File: src/rtl/arlc_pkg.sv
// Shared types, character codes and pattern tables for the AT response line classifier.
package arlc_pkg;

	localparam int WIN_DEPTH   = 9;
	localparam int MAX_PAT_LEN = WIN_DEPTH + 1;
	localparam int NUM_PAT     = 9;
	localparam int FILL_W      = $clog2(WIN_DEPTH + 1);
	localparam int PAT_W       = 8 * MAX_PAT_LEN;

	localparam logic [7:0] CHR_NUL    = 8'h00;
	localparam logic [7:0] CHR_LF     = 8'h0A;
	localparam logic [7:0] CHR_CR     = 8'h0D;
	localparam logic [7:0] CHR_PROMPT = 8'h3E;

	typedef enum logic [2:0] {
		RSP_NONE        = 3'd0,
		RSP_OK          = 3'd1,
		RSP_ERROR       = 3'd2,
		RSP_SMS_SENT    = 3'd3,
		RSP_NEW_SMS     = 3'd4,
		RSP_RING        = 3'd5,
		RSP_MODEM_RESET = 3'd6,
		RSP_PROMPT      = 3'd7
	} rsp_code_t;

	typedef logic [WIN_DEPTH-1:0][7:0] win_t;
	typedef logic [NUM_PAT-1:0]        seen_t;

	typedef struct packed {
		logic      has_result;
		rsp_code_t code;
		logic      hangup;
	} line_rsp_t;

	// Text is right-aligned: the last character sits in bits [7:0].
	localparam logic [PAT_W-1:0] PAT_TEXT [NUM_PAT] = '{
		PAT_W'("PBSTART"),
		PAT_W'("MODEM"),
		PAT_W'("SMS Ready"),
		PAT_W'("Call Ready"),
		PAT_W'("OK"),
		PAT_W'("ERROR"),
		PAT_W'("+CMGS"),
		PAT_W'("+CMTI"),
		PAT_W'("RING")
	};

	localparam logic [FILL_W-1:0] PAT_LEN [NUM_PAT] = '{
		4'd7, 4'd5, 4'd9, 4'd10, 4'd2, 4'd5, 4'd5, 4'd5, 4'd4
	};

	localparam rsp_code_t PAT_CODE [NUM_PAT] = '{
		RSP_MODEM_RESET, RSP_MODEM_RESET, RSP_MODEM_RESET, RSP_MODEM_RESET,
		RSP_OK, RSP_ERROR, RSP_SMS_SENT, RSP_NEW_SMS, RSP_RING
	};

endpackage

File: src/rtl/arlc_matcher.sv
// Parallel compare of the incoming byte plus window against every fixed pattern.
module arlc_matcher import arlc_pkg::*; (
	input  logic [7:0]        rx_byte,
	input  win_t              window,
	input  logic [FILL_W-1:0] fill,
	output seen_t             hits
);

	logic [MAX_PAT_LEN-1:0][7:0] tail;
	logic [FILL_W:0]             avail;

	always_comb begin
		tail[0] = rx_byte;
		for (int i = 0; i < WIN_DEPTH; i++) begin
			tail[i+1] = window[i];
		end
		avail = {1'b0, fill} + 1'b1;
		for (int p = 0; p < NUM_PAT; p++) begin
			hits[p] = ({1'b0, PAT_LEN[p]} <= avail);
			for (int i = 0; i < MAX_PAT_LEN; i++) begin
				if ((FILL_W'(i) < PAT_LEN[p]) && (PAT_TEXT[p][8*i +: 8] != tail[i])) begin
					hits[p] = 1'b0;
				end
			end
		end
	end

endmodule

File: src/rtl/arlc_line_tracker.sv
// Per-line state: byte window, fill, length, pattern flags and end-of-line decision.
module arlc_line_tracker import arlc_pkg::*; #(
	parameter int LINE_WRAP = 99
) (
	input  logic       clk,
	input  logic       arst_n,
	input  logic [7:0] rx_byte,
	input  logic       step,
	output line_rsp_t  rsp
);

	localparam int LEN_W = $clog2(LINE_WRAP);

	win_t              win_q,  win_n;
	logic [FILL_W-1:0] fill_q, fill_n;
	logic [LEN_W-1:0]  len_q,  len_n;
	seen_t             seen_q, seen_n;
	logic              zero_q, zero_n;

	seen_t             hits;
	logic [LEN_W:0]    len_inc;
	rsp_code_t         best;

	arlc_matcher u_matcher (
		.rx_byte (rx_byte),
		.window  (win_q),
		.fill    (fill_q),
		.hits    (hits)
	);

	always_comb begin
		// lowest index has highest priority
		best = RSP_NONE;
		for (int p = NUM_PAT - 1; p >= 0; p--) begin
			if (seen_q[p]) begin
				best = PAT_CODE[p];
			end
		end
	end

	always_comb begin
		len_inc = {1'b0, len_q} + 1'b1;
		win_n   = win_q;
		fill_n  = fill_q;
		len_n   = len_q;
		seen_n  = seen_q;
		zero_n  = zero_q;
		rsp     = '{has_result: 1'b0, code: RSP_NONE, hangup: 1'b0};
		if (rx_byte == CHR_PROMPT) begin
			rsp    = '{has_result: 1'b1, code: RSP_PROMPT, hangup: 1'b0};
			win_n  = '0;
			fill_n = '0;
			len_n  = '0;
			seen_n = '0;
			zero_n = 1'b0;
		end else if (rx_byte inside {CHR_CR, CHR_LF}) begin
			rsp.has_result = (len_q != '0);
			rsp.code       = best;
			rsp.hangup     = (best == RSP_RING);
			win_n  = '0;
			fill_n = '0;
			len_n  = '0;
			seen_n = '0;
			zero_n = 1'b0;
		end else begin
			zero_n = zero_q | (rx_byte == CHR_NUL);
			if (!zero_n) begin
				seen_n = seen_q | hits;
			end
			win_n = {win_q[WIN_DEPTH-2:0], rx_byte};
			if (fill_q != FILL_W'(WIN_DEPTH)) begin
				fill_n = fill_q + 1'b1;
			end
			len_n = len_inc[LEN_W-1:0];
			// wrap: drop everything and restart on the next fragment
			if (len_inc >= (LEN_W + 1)'(LINE_WRAP)) begin
				win_n  = '0;
				fill_n = '0;
				len_n  = '0;
				seen_n = '0;
				zero_n = 1'b0;
			end
		end
	end

	always_ff @(posedge clk or negedge arst_n) begin
		if (!arst_n) begin
			win_q  <= '0;
			fill_q <= '0;
			len_q  <= '0;
			seen_q <= '0;
			zero_q <= 1'b0;
		end else if (step) begin
			win_q  <= win_n;
			fill_q <= fill_n;
			len_q  <= len_n;
			seen_q <= seen_n;
			zero_q <= zero_n;
		end
	end

endmodule

File: src/rtl/at_response_line_classifier.sv
// Top level: input register, line tracker and result register of the response classifier.
// The input register holds each accepted byte, and its result is registered in the result register.
// Throughput: one byte per cycle; the line state in the tracker updates once per byte.
// A byte waits in the input register only while a result is held by out_stall.
// Reset (arst_n low) clears the line state, the input valid and the result valid.
module at_response_line_classifier import arlc_pkg::*; #(
	parameter int LINE_WRAP = 99
) (
	input  logic       clk,
	input  logic       arst_n,
	input  logic       in_valid,
	output logic       in_stall,
	input  logic [7:0] rx_byte,
	output logic       out_valid,
	input  logic       out_stall,
	output logic [2:0] response_code,
	output logic       hangup_request
);

	logic       valid_s1;
	logic [7:0] byte_s1;
	logic       fire_s1;
	logic       accept;
	line_rsp_t  rsp;

	logic       out_valid_q;
	rsp_code_t  code_q;
	logic       hangup_q;

	arlc_line_tracker #(
		.LINE_WRAP (LINE_WRAP)
	) u_tracker (
		.clk     (clk),
		.arst_n  (arst_n),
		.rx_byte (byte_s1),
		.step    (fire_s1),
		.rsp     (rsp)
	);

	// a byte that makes no result never waits on the output side
	assign fire_s1  = valid_s1 && (!rsp.has_result || !out_valid_q || !out_stall);
	assign in_stall = valid_s1 && !fire_s1;
	assign accept   = in_valid && !in_stall;

	always_ff @(posedge clk or negedge arst_n) begin
		if (!arst_n) begin
			valid_s1 <= 1'b0;
		end else if (accept) begin
			valid_s1 <= 1'b1;
		end else if (fire_s1) begin
			valid_s1 <= 1'b0;
		end
	end

	always_ff @(posedge clk) begin
		if (accept) begin
			byte_s1 <= rx_byte;
		end
	end

	always_ff @(posedge clk or negedge arst_n) begin
		if (!arst_n) begin
			out_valid_q <= 1'b0;
		end else if (fire_s1 && rsp.has_result) begin
			out_valid_q <= 1'b1;
		end else if (!out_stall) begin
			out_valid_q <= 1'b0;
		end
	end

	always_ff @(posedge clk) begin
		if (fire_s1 && rsp.has_result) begin
			code_q   <= rsp.code;
			hangup_q <= rsp.hangup;
		end
	end

	assign out_valid      = out_valid_q;
	assign response_code  = code_q;
	assign hangup_request = hangup_q;

endmodule

File: config.mk
export PLATFORM = sky130hd
export DESIGN_NAME = at_response_line_classifier
export DESIGN_NICKNAME = d
export VERILOG_FILES = /design/src/rtl/arlc_pkg.sv /design/src/rtl/arlc_matcher.sv /design/src/rtl/arlc_line_tracker.sv /design/src/rtl/at_response_line_classifier.sv
export SDC_FILE = /design/constraint.sdc
export NUM_CORES = 1
export LEC_CHECK = 0
export BUFFER_PORTS_ARGS = -buffer_cell sky130_fd_sc_hd__buf_2
export CORE_MARGIN = 5
export CORE_UTILIZATION = 50
export DETAILED_ROUTE_END_ITERATION = 16
export PLACE_DENSITY = 0.63
export SLEW_MARGIN = 40
export SYNTH_ARGS = -nofsm -noshare
export SYNTH_HDL_FRONTEND = slang
export SYNTH_SLANG_ARGS = --single-unit
File: constraint.sdc
create_clock -name clk -period 6.3 [get_ports clk]
set_input_delay 1.575 -clock clk [delete_from_list [all_inputs] [get_ports clk]]
set_output_delay 1.575 -clock clk [all_outputs]
set_load 0.01 [all_outputs]
### Yosys cells after proc, flatten, opt, wreduce, memory -nomap -nowiden

Index checks and enable logic that the tools add are counted.

* bits in registers: 107
* bits of input ports: 12
* output and inout bits: 6
* word-level logic and storage cells: 182

* $add $sub $neg: 3
* order comparisons: 7
* eq/ne operators: 48
* multiplexer cells: 84
* bitwise gates (word level): 3
* reduce and logical (&&, ||, !) cells: 19

Operator list (number)
* 7-bit by 8-bit != test with 1-bit output, first input constant: 39
* 72-bit 2-to-1 mux: 3
* 1-bit 2-to-1 mux: 59
* 9-bit 2-to-1 mux: 4
* 3-bit 2-to-1 mux: 9
* 7-bit 2-to-1 mux: 3
* 8-bit by 4-bit == test with 1-bit output, second input constant: 2
* 4-bit 2-to-1 mux: 4
* 6-bit by 8-bit != test with 1-bit output, first input constant: 2
* 3-bit by 5-bit <= comparator with 1-bit output, first input constant: 3
* 4-bit by 5-bit <= comparator with 1-bit output, first input constant: 2
* 5-bit 2-to-1 mux: 2
* 9-bit OR: 1
* 7-bit by 1-bit adder with 8-bit output, second input constant: 1
* 8-bit by 6-bit == test with 1-bit output, second input constant: 1
* 8-bit by 7-bit greater-or-equal comparator with 1-bit output, second input constant: 1
* 8-bit logical NOT: 1
* 7-bit nonzero test: 1
* 4-bit by 1-bit adder with 5-bit output, second input constant: 1
* 2-bit by 5-bit <= comparator with 1-bit output, first input constant: 1
* 1-bit logical NOT: 5
* 4-bit by 1-bit adder with 4-bit output, second input constant: 1
* 1-bit logical AND: 4
* 4-bit by 2-bit != test with 1-bit output, second input constant: 1
* other kinds (10): 13

### Logic depth before layout (Yosys ltp)

Gate-level depths: netlist (run 1).

* depth after elaboration: 21
* mapped depth: 10

### By module

Synthesis (run 1) repeated with hierarchy kept, for this count alone.

* cell total of the unflattened synthesis: 532
* area total of the unflattened synthesis: 5834.3 um^2

Modules (own cells, without submodules)
* arlc_line_tracker: times used 1, cells each 394, area each 4540.6 um^2, sequential area each 2327.2 um^2
* arlc_matcher: times used 1, cells each 114, area each 834.6 um^2, sequential area each 0.0 um^2
* at_response_line_classifier: times used 1, cells each 24, area each 459.2 um^2, sequential area each 410.4 um^2

### Worst setup path before layout (run 1)

No wires, ideal clock.

* path kind: in2out
* from: input port out_stall
* to: output port in_stall
* arrival time: 1.972 ns
* setup slack: 2.753 ns
* cell stages on the path: 3
* buffers on the path: 0
* cells stage by stage: nand2_1 > or2_1 > inv_1

* longest elaborated chain between the ends: 5

Ends and longest elaborated chain
* start, declared: line at_response_line_classifier.sv:15 `input logic out_stall,`
* 1-bit logical NOT
* 1-bit logical OR: line at_response_line_classifier.sv:41 `assign fire_s1 = valid_s1 && (!rsp.has_result || !out_valid_q || !out_stall);`
* 1-bit logical AND: line at_response_line_classifier.sv:41
* 1-bit logical NOT: line at_response_line_classifier.sv:42 `assign in_stall = valid_s1 && !fire_s1;`
* 1-bit logical AND: line at_response_line_classifier.sv:42
* end, declared: line at_response_line_classifier.sv:12 `output logic in_stall,`

No other way between the ends.

### Worst setup path in the final report (run 1)

* from: register byte_s1[0]
* to: output port in_stall

* longest elaborated chain between the ends: 10

Ends and longest elaborated chain
* start, declared: line at_response_line_classifier.sv:21 `logic [7:0] byte_s1;`
* start signal, assigned: line at_response_line_classifier.sv:57 `byte_s1 <= rx_byte;`
* 8-bit by 4-bit == test with 1-bit output: line arlc_line_tracker.sv:56 `end else if (rx_byte inside {CHR_CR, CHR_LF}) begin`
* 2-bit nonzero test: line arlc_line_tracker.sv:56
* 5-bit 2-to-1 mux: line arlc_line_tracker.sv:56
* 5-bit 2-to-1 mux *: line arlc_line_tracker.sv:49 `if (rx_byte == CHR_PROMPT) begin`
* 1-bit logical NOT *: line at_response_line_classifier.sv:41
* 1-bit logical OR * (2 in series): line at_response_line_classifier.sv:41
* 1-bit logical AND *: line at_response_line_classifier.sv:41
* 1-bit logical NOT *: line at_response_line_classifier.sv:42
* 1-bit logical AND *: line at_response_line_classifier.sv:42

Mark *: on every way between the ends. The rest lies on a longest branch, timed or not.

==> Implementation_results.wiki, run 1 <==
{| class="wikitable"
! Metric !! Value
|-
| Number of design rule violations left after detail routing || 0
|-
| Final weighted congestion in routability-driven placement || 0.912
|-
| Estimated wirelength of the detail-placed design || 7900 µm
|-
| Filler cell count in the final layout || 909
|-
| Final design instance area without fill || 0.00549 mm²
|-
| Endpoint required time on the critical path || 4.72 ns
|-
| CTS H-tree depth || 3
|-
| Area Overhead vs Synth || 5.59%
|-
| Category of the critical setup timing path || reg2out
|-
| Final period utilization || 65.8%
|-
| Endpoints failing hold || 0
|-
| Endpoint type of the worst setup path || output port
|-
| Inserted Clock Buffers || 9
|-
| First-pass DRT Iterations || 5
|-
| Largest vdd supply drop || 0.000229 V
|-
| Post-Route Setup TNS || 0 ns
|-
| Vertical extent of the die || 112 µm
|-
| CTS tree || yes
|-
| Leakage power || 0.00231 µW
|-
| Clock tree sinks || 107
|-
| Total congestion overflow || 0
|-
| Crit Path Max Fanout || 9
|-
| Number of top-level pins || 18
|-
| Run status || complete, no violations
|-
| Via Count || 3795
|-
| Mean instance size in the synthesized netlist || 11.1 µm²
|-
| Routed length per placed instance || 19.4 µm
|-
| Data arrival time of the critical path || 2.57 ns
|-
| Dominant synthesized flop cell || sky130_fd_sc_hd__dfrtp_1
|-
| First-pass GRT wire length || 19900 µm
|-
| Worst hold path class || reg2reg
|-
| Port Buf Inserts || 17
|-
| Chip width || 112 µm
|-
| Most common cell after layout, fill and taps aside || sky130_fd_sc_hd__dfrtp_1
|-
| Number of gates resized after CTS || 0
|-
| Nets || 487
|-
| GRT Total Usage || 19.9%
|-
| Area occupied by multi-input gates || 0.00223 mm²
|-
| Summed instance area of the synthesized netlist || 0.00519 mm²
|-
| Net count after synthesis || 485
|-
| Setup-failing EPs final || 0
|-
| Post-synth top area cell || sky130_fd_sc_hd__dfrtp_1
|-
| WL final || 11800 µm
|-
| Mapped Cells || 466
|-
| Pins Over Slew Limit || 0
|-
| Residual antenna-violating net count after detailed routing || 0
|-
| Via count of the first global-routing pass || 3701
|-
| Slew at the pin closest to its max-slew limit || 0.806 ns
|-
| Synth Register Bits || 107
|-
| Number of unique standard cell types used by synthesis || 56
|-
| Share of the synthesized area in the top cell type || 45.8%
|-
| Ratio of total power to cell area || 334 mW/mm²
|-
| Starting density of the core || 50.8%
|-
| Core area || 0.0102 mm²
|-
| Part of the Yosys area used for sequential elements || 52.7%
|-
| Site Rows || 37
|-
| Final core utilization || 53.6%
|-
| Area of the die || 0.0125 mm²
|-
| Initial antenna violation count || 0
|-
| Cell area reported after detailed placement || 0.00530 mm²
|-
| Number of vias per cell after detailed routing || 6.23
|-
| Area taken by flip-flops and latches || 0.00274 mm²
|-
| Highest clock frequency the design can meet || 0.241 GHz
|-
| Number of antenna repair diodes || 0
|-
| Maximum number of pins on one net before global-route repair || 84
|-
| Insertion delay of the later-clocked pin in the worst-skew pair || 0.39 ns
|-
| Leading cell types in the layout, fill and taps excluded || 95 x sky130_fd_sc_hd__dfrtp_1, 73 x sky130_fd_sc_hd__a22o_1, 26 x sky130_fd_sc_hd__nand2_1, 22 x sky130_fd_sc_hd__nand3_1, 21 x sky130_fd_sc_hd__nor2_1
|-
| Clock tree buffer depth || 2
|-
| Post-synth EDFFs || 12
|-
| Setup repair after global routing missed its margin || false
|-
| FFs w/ async S/R, synth || 88.8%
|-
| Dominant cells by area after synthesis || sky130_fd_sc_hd__dfrtp_1 46%, sky130_fd_sc_hd__a22o_1 12%, sky130_fd_sc_hd__edfxtp_1 6.9%, sky130_fd_sc_hd__nand3_1 2.1%, sky130_fd_sc_hd__nand2_1 1.9%
|-
| Detailed router's first-iteration violation count || 354
|-
| Normalized max-slew margin || 46.2%
|-
| Clock root cell || sky130_fd_sc_hd__clkbuf_8
|-
| Share of layout cells above drive strength 1 || 9.09%
|-
| Post-route clock skew || 0.00832 ns
|-
| Post-CTS setup buffers || 0
|-
| Clock slew at the register clock pins of the worst setup and hold paths || 0.09 ns
|-
| Max-cap violations || 0
|-
| Clock period minus worst slack || 4.14 ns
|-
| Number of hold buffers added after cts || 0
|-
| Crit path launch type || register
|-
| Synth Warn # || 0
|}
[through the flow]
| step | std cells | total power [µW] | hold WS [ns] | worst slack [ns] |
|---|---|---|---|---|
| after floorplan | 466 | 1320 | 0.456 | 2.75 |
| final | 609 | 1830 | 0.505 | 2.16 |
| after CTS | 609 | 1840 | 0.507 | 2.13 |
| after global routing | 609 | 1950 | 0.529 | 1.99 |
| after detailed placement | 593 | 1450 | 0.480 | 2.50 |
| after global placement | 593 | 1430 | 0.475 | 2.55 |
[worst paths after layout]
kind / startpoint / to / slack [ns] / depth (start not counted)
worst min register to register: valid_s1$_DFFE_PN0P_ / out_valid$_DFFE_PN0P_ / 0.50 / 2
worst min-delay path: valid_s1$_DFFE_PN0P_ / out_valid$_DFFE_PN0P_ / 0.50 / 2
worst max-delay path: byte_s1[0]$_DFFE_PP_ / in_stall / 2.16 / 7
worst max register to register: u_tracker.len_q[0]$_DFFE_PN0P_ / u_tracker.win_q[4]$_DFFE_PN0P_ / 3.27 / 8
min in group asynchronous: arst_n / u_tracker.len_q[2]$_DFFE_PN0P_ / 1.11 / 1
max in group asynchronous: arst_n / u_tracker.win_q[39]$_DFFE_PN0P_ / 4.28 / 2
[registers in the layout, summed over array words and instances, names as in the netlist]
signal            flops
byte_s1               8
valid_s1              1
hangup_request        1
u_tracker.win_q      72
u_tracker.len_q       7
response_code         3
u_tracker.seen_q      9
u_tracker.zero_q      1
out_valid             1
u_tracker.fill_q      4
[routing by layer]
metal | wire, µm | global-route usage (%) | part of all wire [%] | vias up
met3 | 503 | 5.16 | 4.2 | 15
met1 | 5610 | 28.5 | 47 | 1885
met4 | 168 | 6.01 | 1.4 | 0
met2 | 5560 | 29.9 | 47 | 87
li1 | - | - | - | 1808
met5 | 0 | 0 | 0 | -
[area by class of cell]
class,count,area share (%)
Timing Repair Buffer,20,2.14
Tap cell,136,3.10
Clock buffer,12,2.83
Inverter,12,0.821
Multi-Input combinational cell,318,40.7
Clock inverter,4,0.456
Sequential cell,107,49.9
[cell usage after synthesis, types with 3 or more instances]
master and number:
sky130_fd_sc_hd__o21ai_0 9, sky130_fd_sc_hd__nor4b_1 7, sky130_fd_sc_hd__nand3b_1 6, sky130_fd_sc_hd__dfrtp_1 95
sky130_fd_sc_hd__a22o_1 73, sky130_fd_sc_hd__nor2_1 21, sky130_fd_sc_hd__or3_1 5, sky130_fd_sc_hd__o22ai_1 5
sky130_fd_sc_hd__nor3_1 15, sky130_fd_sc_hd__ha_1 7, sky130_fd_sc_hd__and3_1 3, sky130_fd_sc_hd__a21oi_1 9
sky130_fd_sc_hd__a31oi_1 6, sky130_fd_sc_hd__nand3_1 22, sky130_fd_sc_hd__edfxtp_1 12, sky130_fd_sc_hd__buf_6 8
sky130_fd_sc_hd__buf_2 10, sky130_fd_sc_hd__a41oi_1 3, sky130_fd_sc_hd__xnor2_1 3, sky130_fd_sc_hd__a21o_1 3
sky130_fd_sc_hd__o211ai_1 3, sky130_fd_sc_hd__or4_1 4, sky130_fd_sc_hd__nand4b_1 4, sky130_fd_sc_hd__nand4_1 10
sky130_fd_sc_hd__nand2b_1 5, sky130_fd_sc_hd__nor2b_1 7, sky130_fd_sc_hd__nor3b_1 4, sky130_fd_sc_hd__nor4bb_1 7
sky130_fd_sc_hd__o21a_1 8, sky130_fd_sc_hd__nand2_1 26, sky130_fd_sc_hd__and2_1 3, sky130_fd_sc_hd__inv_1 12
sky130_fd_sc_hd__clkbuf_1 10, sky130_fd_sc_hd__nor4_1 15
[critical path, cell delays in order, from the launching register on]
cell and delay, ns:
sky130_fd_sc_hd__edfxtp_1 0.53, sky130_fd_sc_hd__or3b_4 0.45, sky130_fd_sc_hd__a211oi_4 0.44, sky130_fd_sc_hd__a21oi_1 0.16, sky130_fd_sc_hd__nand2b_1 0.19, sky130_fd_sc_hd__or2_1 0.23
sky130_fd_sc_hd__inv_1 0.05, sky130_fd_sc_hd__buf_2 0.12
[logic make-up (layout without fill, tap and decap cells)]
family	count (synthesis)	count (layout)	share of synthesized area (%)
AND/OR/NAND/NOR	173	173	19.7
AO/OA/AOI/OAI	134	134	20.8
flip-flops	107	107	52.7
buffers and inverters	41	48	4.43
adder cells (fa/ha/maj)	7	7	1.69
XOR/XNOR	3	3	0.506
multiplexers	1	1	0.193
[report_power, final]
group          switching [µW]  leakage, µW  internal [µW]
clock network             229    0.0000884            164
registers                 186      0.00136            831
logic                     220     0.000861            203
total                     635      0.00231           1200
No activity file was read; power rests on OpenSTA's default activity.
==> run 2, diff against run 1 <==
PLACE_DENSITY = 0.66   (was 0.63)
clock period = 3.5 ns   (was 6.3 ns; I/O delays follow)
==> Implementation_results.wiki, run 2 (synthesis results as in run 1) <==
{| class="wikitable"
! Metric !! Value
|-
| Run status || complete, no violations
|-
| Clock tree buffer depth || 2
|-
| Delay of the slowest cell on the worst path || 0.53 ns
|-
| First-pass DRT Iterations || 5
|-
| Met1 layer usage reported by global route || 29.9%
|-
| Clock slew at the register clock pins of the worst setup and hold paths || 0.11 ns
|-
| Ratio of total power to cell area || 600 mW/mm²
|-
| Series of cell instances along the critical path || or3b_4 > a211oi_4 > a21oi_1 > nand2b_1 > or2_1 > inv_1 > buf_2
|-
| Cell count after placement || 596
|-
| GRT met2 Usage || 29.0%
|-
| Crit Path Max Fanout || 9
|-
| Initial antenna violation count || 0
|-
| Category of the critical setup timing path || reg2out
|-
| Area of the die || 0.0125 mm²
|-
| Routed length per placed instance || 19.1 µm
|-
| Area occupied by multi-input gates || 0.00223 mm²
|-
| Setup repair after global routing missed its margin || false
|-
| Chip width || 112 µm
|-
| Maximum number of pins on one net before global-route repair || 84
|-
| Clock tree sinks || 107
|-
| Final design instance area without fill || 0.00555 mm²
|-
| Worst-case hold slack || 0.505 ns
|-
| Number of hold buffers added after cts || 0
|-
| Residual antenna-violating net count after detailed routing || 0
|-
| Max FFs per register || 72
|-
| Area Overhead vs Synth || 6.89%
|-
| Most common cell after layout, fill and taps aside || sky130_fd_sc_hd__dfrtp_1
|-
| Crit path launch type || register
|-
| Slew at the pin closest to its max-slew limit || 0.714 ns
|-
| Top Usage Layer GRT || met1
|-
| Filler cell count in the final layout || 878
|-
| Via Count || 3896
|-
| Number of vias per cell after detailed routing || 6.35
|-
| Worst hold path class || reg2reg
|-
| Area taken by flip-flops and latches || 0.00274 mm²
|-
| Port Buf Inserts || 17
|-
| Data arrival time of the critical path || 2.36 ns
|-
| Post-Route Setup TNS || 0 ns
|-
| Leading cell types in the layout, fill and taps excluded || 95 x sky130_fd_sc_hd__dfrtp_1, 73 x sky130_fd_sc_hd__a22o_1, 26 x sky130_fd_sc_hd__nand2_1, 22 x sky130_fd_sc_hd__nand3_1, 21 x sky130_fd_sc_hd__nor2_1
|-
| Leakage power || 0.00235 µW
|-
| CTS H-tree depth || 3
|-
| Insertion delay of the later-clocked pin in the worst-skew pair || 0.37 ns
|-
| Detailed router's first-iteration violation count || 293
|-
| Site Rows || 37
|-
| Clock period minus worst slack || 3.23 ns
|-
| Met3 GRT Util || 2.55%
|-
| Post-route clock skew || 0.0193 ns
|-
| Post-layout instance count excluding filler cells || 614
|-
| Inserted Clock Buffers || 9
|-
| Vertical extent of the die || 112 µm
|-
| Number of antenna repair diodes || 0
|-
| First-pass GRT wire length || 20000 µm
|-
| WL final || 11800 µm
|-
| Pins Over Slew Limit || 0
|-
| Share of layout cells above drive strength 1 || 10.0%
|-
| Estimated wirelength of the detail-placed design || 8000 µm
|-
| Endpoint type of the worst setup path || output port
|-
| GRT Total Usage || 19.4%
|-
| Reg with most FFs || u_tracker.win_q
|-
| Core area || 0.0102 mm²
|-
| Endpoint required time on the critical path || 2.62 ns
|-
| Setup-failing EPs final || 0
|-
| Cell area reported after detailed placement || 0.00534 mm²
|-
| Total congestion overflow || 0
|-
| Max-cap violations || 0
|-
| Normalized max-slew margin || 52.4%
|-
| Highest clock frequency the design can meet || 0.309 GHz
|-
| Largest vdd supply drop || 0.000264 V
|-
| Via count of the first global-routing pass || 3742
|-
| Clock root cell || sky130_fd_sc_hd__clkbuf_8
|-
| Starting density of the core || 50.8%
|-
| Nets || 492
|-
| CTS tree || yes
|-
| Final weighted congestion in routability-driven placement || 0.930
|-
| Max stage delay cell, worst path || sky130_fd_sc_hd__edfxtp_1
|-
| Number of design rule violations left after detail routing || 0
|-
| Registers with the highest flip-flop counts || u_tracker.win_q: 72 flops, u_tracker.seen_q: 9 flops, byte_s1: 8 flops
|-
| Endpoints failing hold || 0
|-
| Number of top-level pins || 18
|-
| Final period utilization || 92.4%
|}
==> run 2: cell types whose count changed in the layout (fill, tap and decap cells not counted), sizes merged <==
cell	change
inv	+1
clkbuf	-1
buf	+5
clkinv	+1
clkinvlp	-1
==> run 2: routing by layer <==
layer,routed length [µm],vias to the layer above
met2,5450,102
li1,-,1815
met4,139,0
met3,482,13
met5,0,-
met1,5680,1966
==> run 2: timing repair <==
item / CTS / global route
endpoints found under the setup margin: 0 / 1
gates resized for setup: 0 / 1
setup buffers: 0 / 2
==> run 2: final cells by class <==
class                      instances  share of cell area, %
sequential                       107                   49.3
multi-input combinational        318                   40.2
clock inverter                     5                  0.901
tap                              136                   3.06
clock buffer                      11                   2.55
inverter                          12                  0.811
timing repair buffer              25                   3.18
==> run 2: path summary, 6_finish.rpt <==
path	endpoint	start	cells past startpoint	slack, ns
min reg2reg	u_tracker.seen_q[1]$_DFFE_PN0P_	u_tracker.seen_q[1]$_DFFE_PN0P_	1	0.51
max reg2reg	u_tracker.win_q[60]$_DFFE_PN0P_	byte_s1[3]$_DFFE_PP_	8	0.46
max in group asynchronous	u_tracker.win_q[37]$_DFFE_PN0P_	arst_n	2	2.28
min in group asynchronous	u_tracker.len_q[1]$_DFFE_PN0P_	arst_n	1	0.55
min	u_tracker.seen_q[1]$_DFFE_PN0P_	u_tracker.seen_q[1]$_DFFE_PN0P_	1	0.51
max	in_stall	byte_s1[0]$_DFFE_PP_	7	0.27
==> run 2: where the power goes <==
| group | internal (µW) | total [µW] | switching [µW] |
|---|---|---|---|
| logic | 374 | 772 | 398 |
| registers | 1500 | 1830 | 336 |
| clock network | 290 | 727 | 437 |
| total | 2160 | 3330 | 1170 |
==> run 2: worst max-delay path: cells and delay by family (launching register included) <==
family | cells | cell delay [ns]
compound gates | 2 | 0.42
buf+inv | 2 | 0.18
flops | 1 | 0.53
simple gates | 3 | 0.86
==> run 2: metrics by stage <==
stage	util, %	total power [µW]	setup WS [ns]
after floorplan	-	2380	0.780
after global placement	52.2	2590	0.553
after detailed placement	52.2	2610	0.504
after CTS	54.0	3340	0.0974
after global routing	54.3	3540	0.111
final	54.3	3330	0.266
==> run 3, diff against run 2 <==
REMOVE_ABC_BUFFERS = 1   (was default)
==> Implementation_results.wiki, run 3 (synthesis results as in run 1) <==
{| class="wikitable"
! Metric !! Value
|-
| Run status || complete, no violations
|-
| First-pass GRT wire length || 19900 µm
|-
| WL final || 11700 µm
|-
| Final period utilization || 95.8%
|-
| Slew at the pin closest to its max-slew limit || 0.695 ns
|-
| Data arrival time of the critical path || 2.48 ns
|-
| Setup-failing EPs final || 0
|-
| Endpoint required time on the critical path || 2.62 ns
|-
| Clock period minus worst slack || 3.35 ns
|-
| Endpoint type of the worst setup path || output port
|-
| Final core utilization || 54.1%
|-
| CTS H-tree depth || 3
|-
| Nets || 491
|-
| Crit path buffers/inverters || 2
|-
| Largest vdd supply drop || 0.000228 V
|-
| Registers with the highest flip-flop counts || u_tracker.win_q: 72 flops, u_tracker.seen_q: 9 flops, byte_s1: 8 flops
|-
| Detailed router's first-iteration violation count || 300
|-
| Area of the die || 0.0125 mm²
|-
| Ratio of total power to cell area || 598 mW/mm²
|-
| Core area || 0.0102 mm²
|-
| Total congestion overflow || 0
|-
| Number of design rule violations left after detail routing || 0
|-
| Final design instance area without fill || 0.00554 mm²
|-
| Residual antenna-violating net count after detailed routing || 0
|-
| First-pass DRT Iterations || 7
|-
| Chip width || 112 µm
|-
| Setup WS post-layout || 0.146 ns
|-
| Routed length per placed instance || 19.2 µm
|-
| Number of top-level pins || 18
|-
| Normalized max-slew margin || 53.3%
|-
| Port Buf Inserts || 17
|-
| Clock tree sinks || 107
|-
| Clock root cell || sky130_fd_sc_hd__clkbuf_8
|-
| Worst hold path class || in2async
|-
| Most common cell after layout, fill and taps aside || sky130_fd_sc_hd__dfrtp_1
|-
| Number of gates resized after CTS || 0
|-
| Insertion delay of the later-clocked pin in the worst-skew pair || 0.37 ns
|-
| Leading cell types in the layout, fill and taps excluded || 95 x sky130_fd_sc_hd__dfrtp_1, 73 x sky130_fd_sc_hd__a22o_1, 26 x sky130_fd_sc_hd__nand2_1, 22 x sky130_fd_sc_hd__nand3_1, 21 x sky130_fd_sc_hd__nor2_1
|-
| Highest clock frequency the design can meet || 0.298 GHz
|-
| Starting density of the core || 50.8%
|-
| Site Rows || 37
|-
| GRT Total Usage || 19.4%
|-
| Category of the critical setup timing path || reg2out
|-
| Final weighted congestion in routability-driven placement || 0.935
|-
| Leakage power || 0.00234 µW
|-
| Vertical extent of the die || 112 µm
|-
| Series of cell instances along the critical path || or3b_4 > a211oi_4 > a21oi_1 > nand2b_1 > or2_1 > inv_1 > buf_2
|-
| Initial antenna violation count || 0
|-
| CTS tree || yes
|-
| Endpoints failing hold || 0
|-
| Inserted Clock Buffers || 9
|-
| Delay of the slowest cell on the worst path || 0.52 ns
|-
| Area Overhead vs Synth || 6.55%
|-
| Max FFs per register || 72
|-
| Crit path launch type || register
|-
| Estimated wirelength of the detail-placed design || 7970 µm
|-
| Kind of cell adding the most delay to the critical path || simple AND/OR/NAND/NOR gates
|-
| Clock slew at the register clock pins of the worst setup and hold paths || 0.11 ns
|-
| Post-Route Setup TNS || 0 ns
|-
| Via count of the first global-routing pass || 3772
|-
| Max-cap violations || 0
|-
| Reg with most FFs || u_tracker.win_q
|-
| Cell area reported after detailed placement || 0.00535 mm²
|-
| Worst slack at placement || 0.572 ns
|-
| Share of layout cells above drive strength 1 || 9.64%
|-
| Number of vias per cell after detailed routing || 6.26
|-
| Post-route clock skew || 0.0170 ns
|-
| Pins Over Slew Limit || 0
|-
| Max stage delay cell, worst path || sky130_fd_sc_hd__edfxtp_1
|-
| Number of antenna repair diodes || 0
|-
| Clock tree buffer depth || 2
|-
| Via Count || 3840
|-
| Maximum number of pins on one net before global-route repair || 84
|-
| Crit Path Max Fanout || 9
|-
| Setup repair after global routing missed its margin || false
|}
-- run 3: changes by cell type in the layout (fill, tap and decap cells not counted), sizes merged --
cell / before / now
buf: 25 / 24
inv: 13 / 14
clkbuf: 11 / 10
-- run 3: worst reg2reg max path, stage by stage (launching register included) --
cell                      delay, ns
sky130_fd_sc_hd__dfrtp_1       0.46
sky130_fd_sc_hd__inv_1         0.12
sky130_fd_sc_hd__ha_1          0.16
sky130_fd_sc_hd__nor4b_1       0.30
sky130_fd_sc_hd__nand3_1       0.20
sky130_fd_sc_hd__a41o_2        0.36
sky130_fd_sc_hd__nor3b_4       0.36
sky130_fd_sc_hd__and2_4        0.43
sky130_fd_sc_hd__buf_4         0.29
sky130_fd_sc_hd__a22o_1        0.16
-- run 3: routing by layer --
layer	vias up	global-route usage [%]	wire, µm
met5	-	0	0
met4	0	4.65	173
met3	18	3.37	513
met2	99	29.3	5450
met1	1919	29.2	5620
li1	1804	-	-
-- run 3: repair_timing --
action | CTS | global route
buffers inserted | 0 | 1
hold buffers | 0 | 0
endpoints found under the setup margin | 0 | 1
-- run 3: worst paths after layout --
path / startpoint / to / slack (ns) / depth (start not counted)
setup / recovery: byte_s1[0]$_DFFE_PP_ / in_stall / 0.15 / 7
hold / removal: arst_n / u_tracker.win_q[7]$_DFFE_PN0P_ / 0.49 / 1
setup reg to reg: u_tracker.len_q[0]$_DFFE_PN0P_ / u_tracker.win_q[44]$_DFFE_PN0P_ / 0.59 / 9
hold reg to reg: u_tracker.seen_q[0]$_DFFE_PN0P_ / u_tracker.seen_q[0]$_DFFE_PN0P_ / 0.50 / 1
max in group asynchronous: arst_n / u_tracker.win_q[65]$_DFFE_PN0P_ / 2.32 / 2
min in group clk: u_tracker.seen_q[0]$_DFFE_PN0P_ / u_tracker.seen_q[0]$_DFFE_PN0P_ / 0.50 / 1
-- run 3: report_power, final --
group	internal (µW)	switching (µW)	total, µW
registers	1500	334	1830
logic	375	392	767
clock network	268	442	711
-- run 3: stage by stage --
step / total power (µW) / std cells / hold WS (ns)
after floorplan: 2330 / 437 / 0.456
after global placement: 2590 / 596 / 0.477
after detailed placement: 2610 / 596 / 0.481
after CTS: 3310 / 612 / 0.503
after global routing: 3520 / 613 / 0.528
final: 3310 / 613 / 0.487
-- run 3: area by class of cell --
type                       count  area, µm²
timing repair buffer          24        178
fill                         893       4700
tap                          136        170
multi-input combinational    318       2230
inverter                      12       45.0
clock inverter                 6       50.0
clock buffer                  10        128
sequential                   107       2740
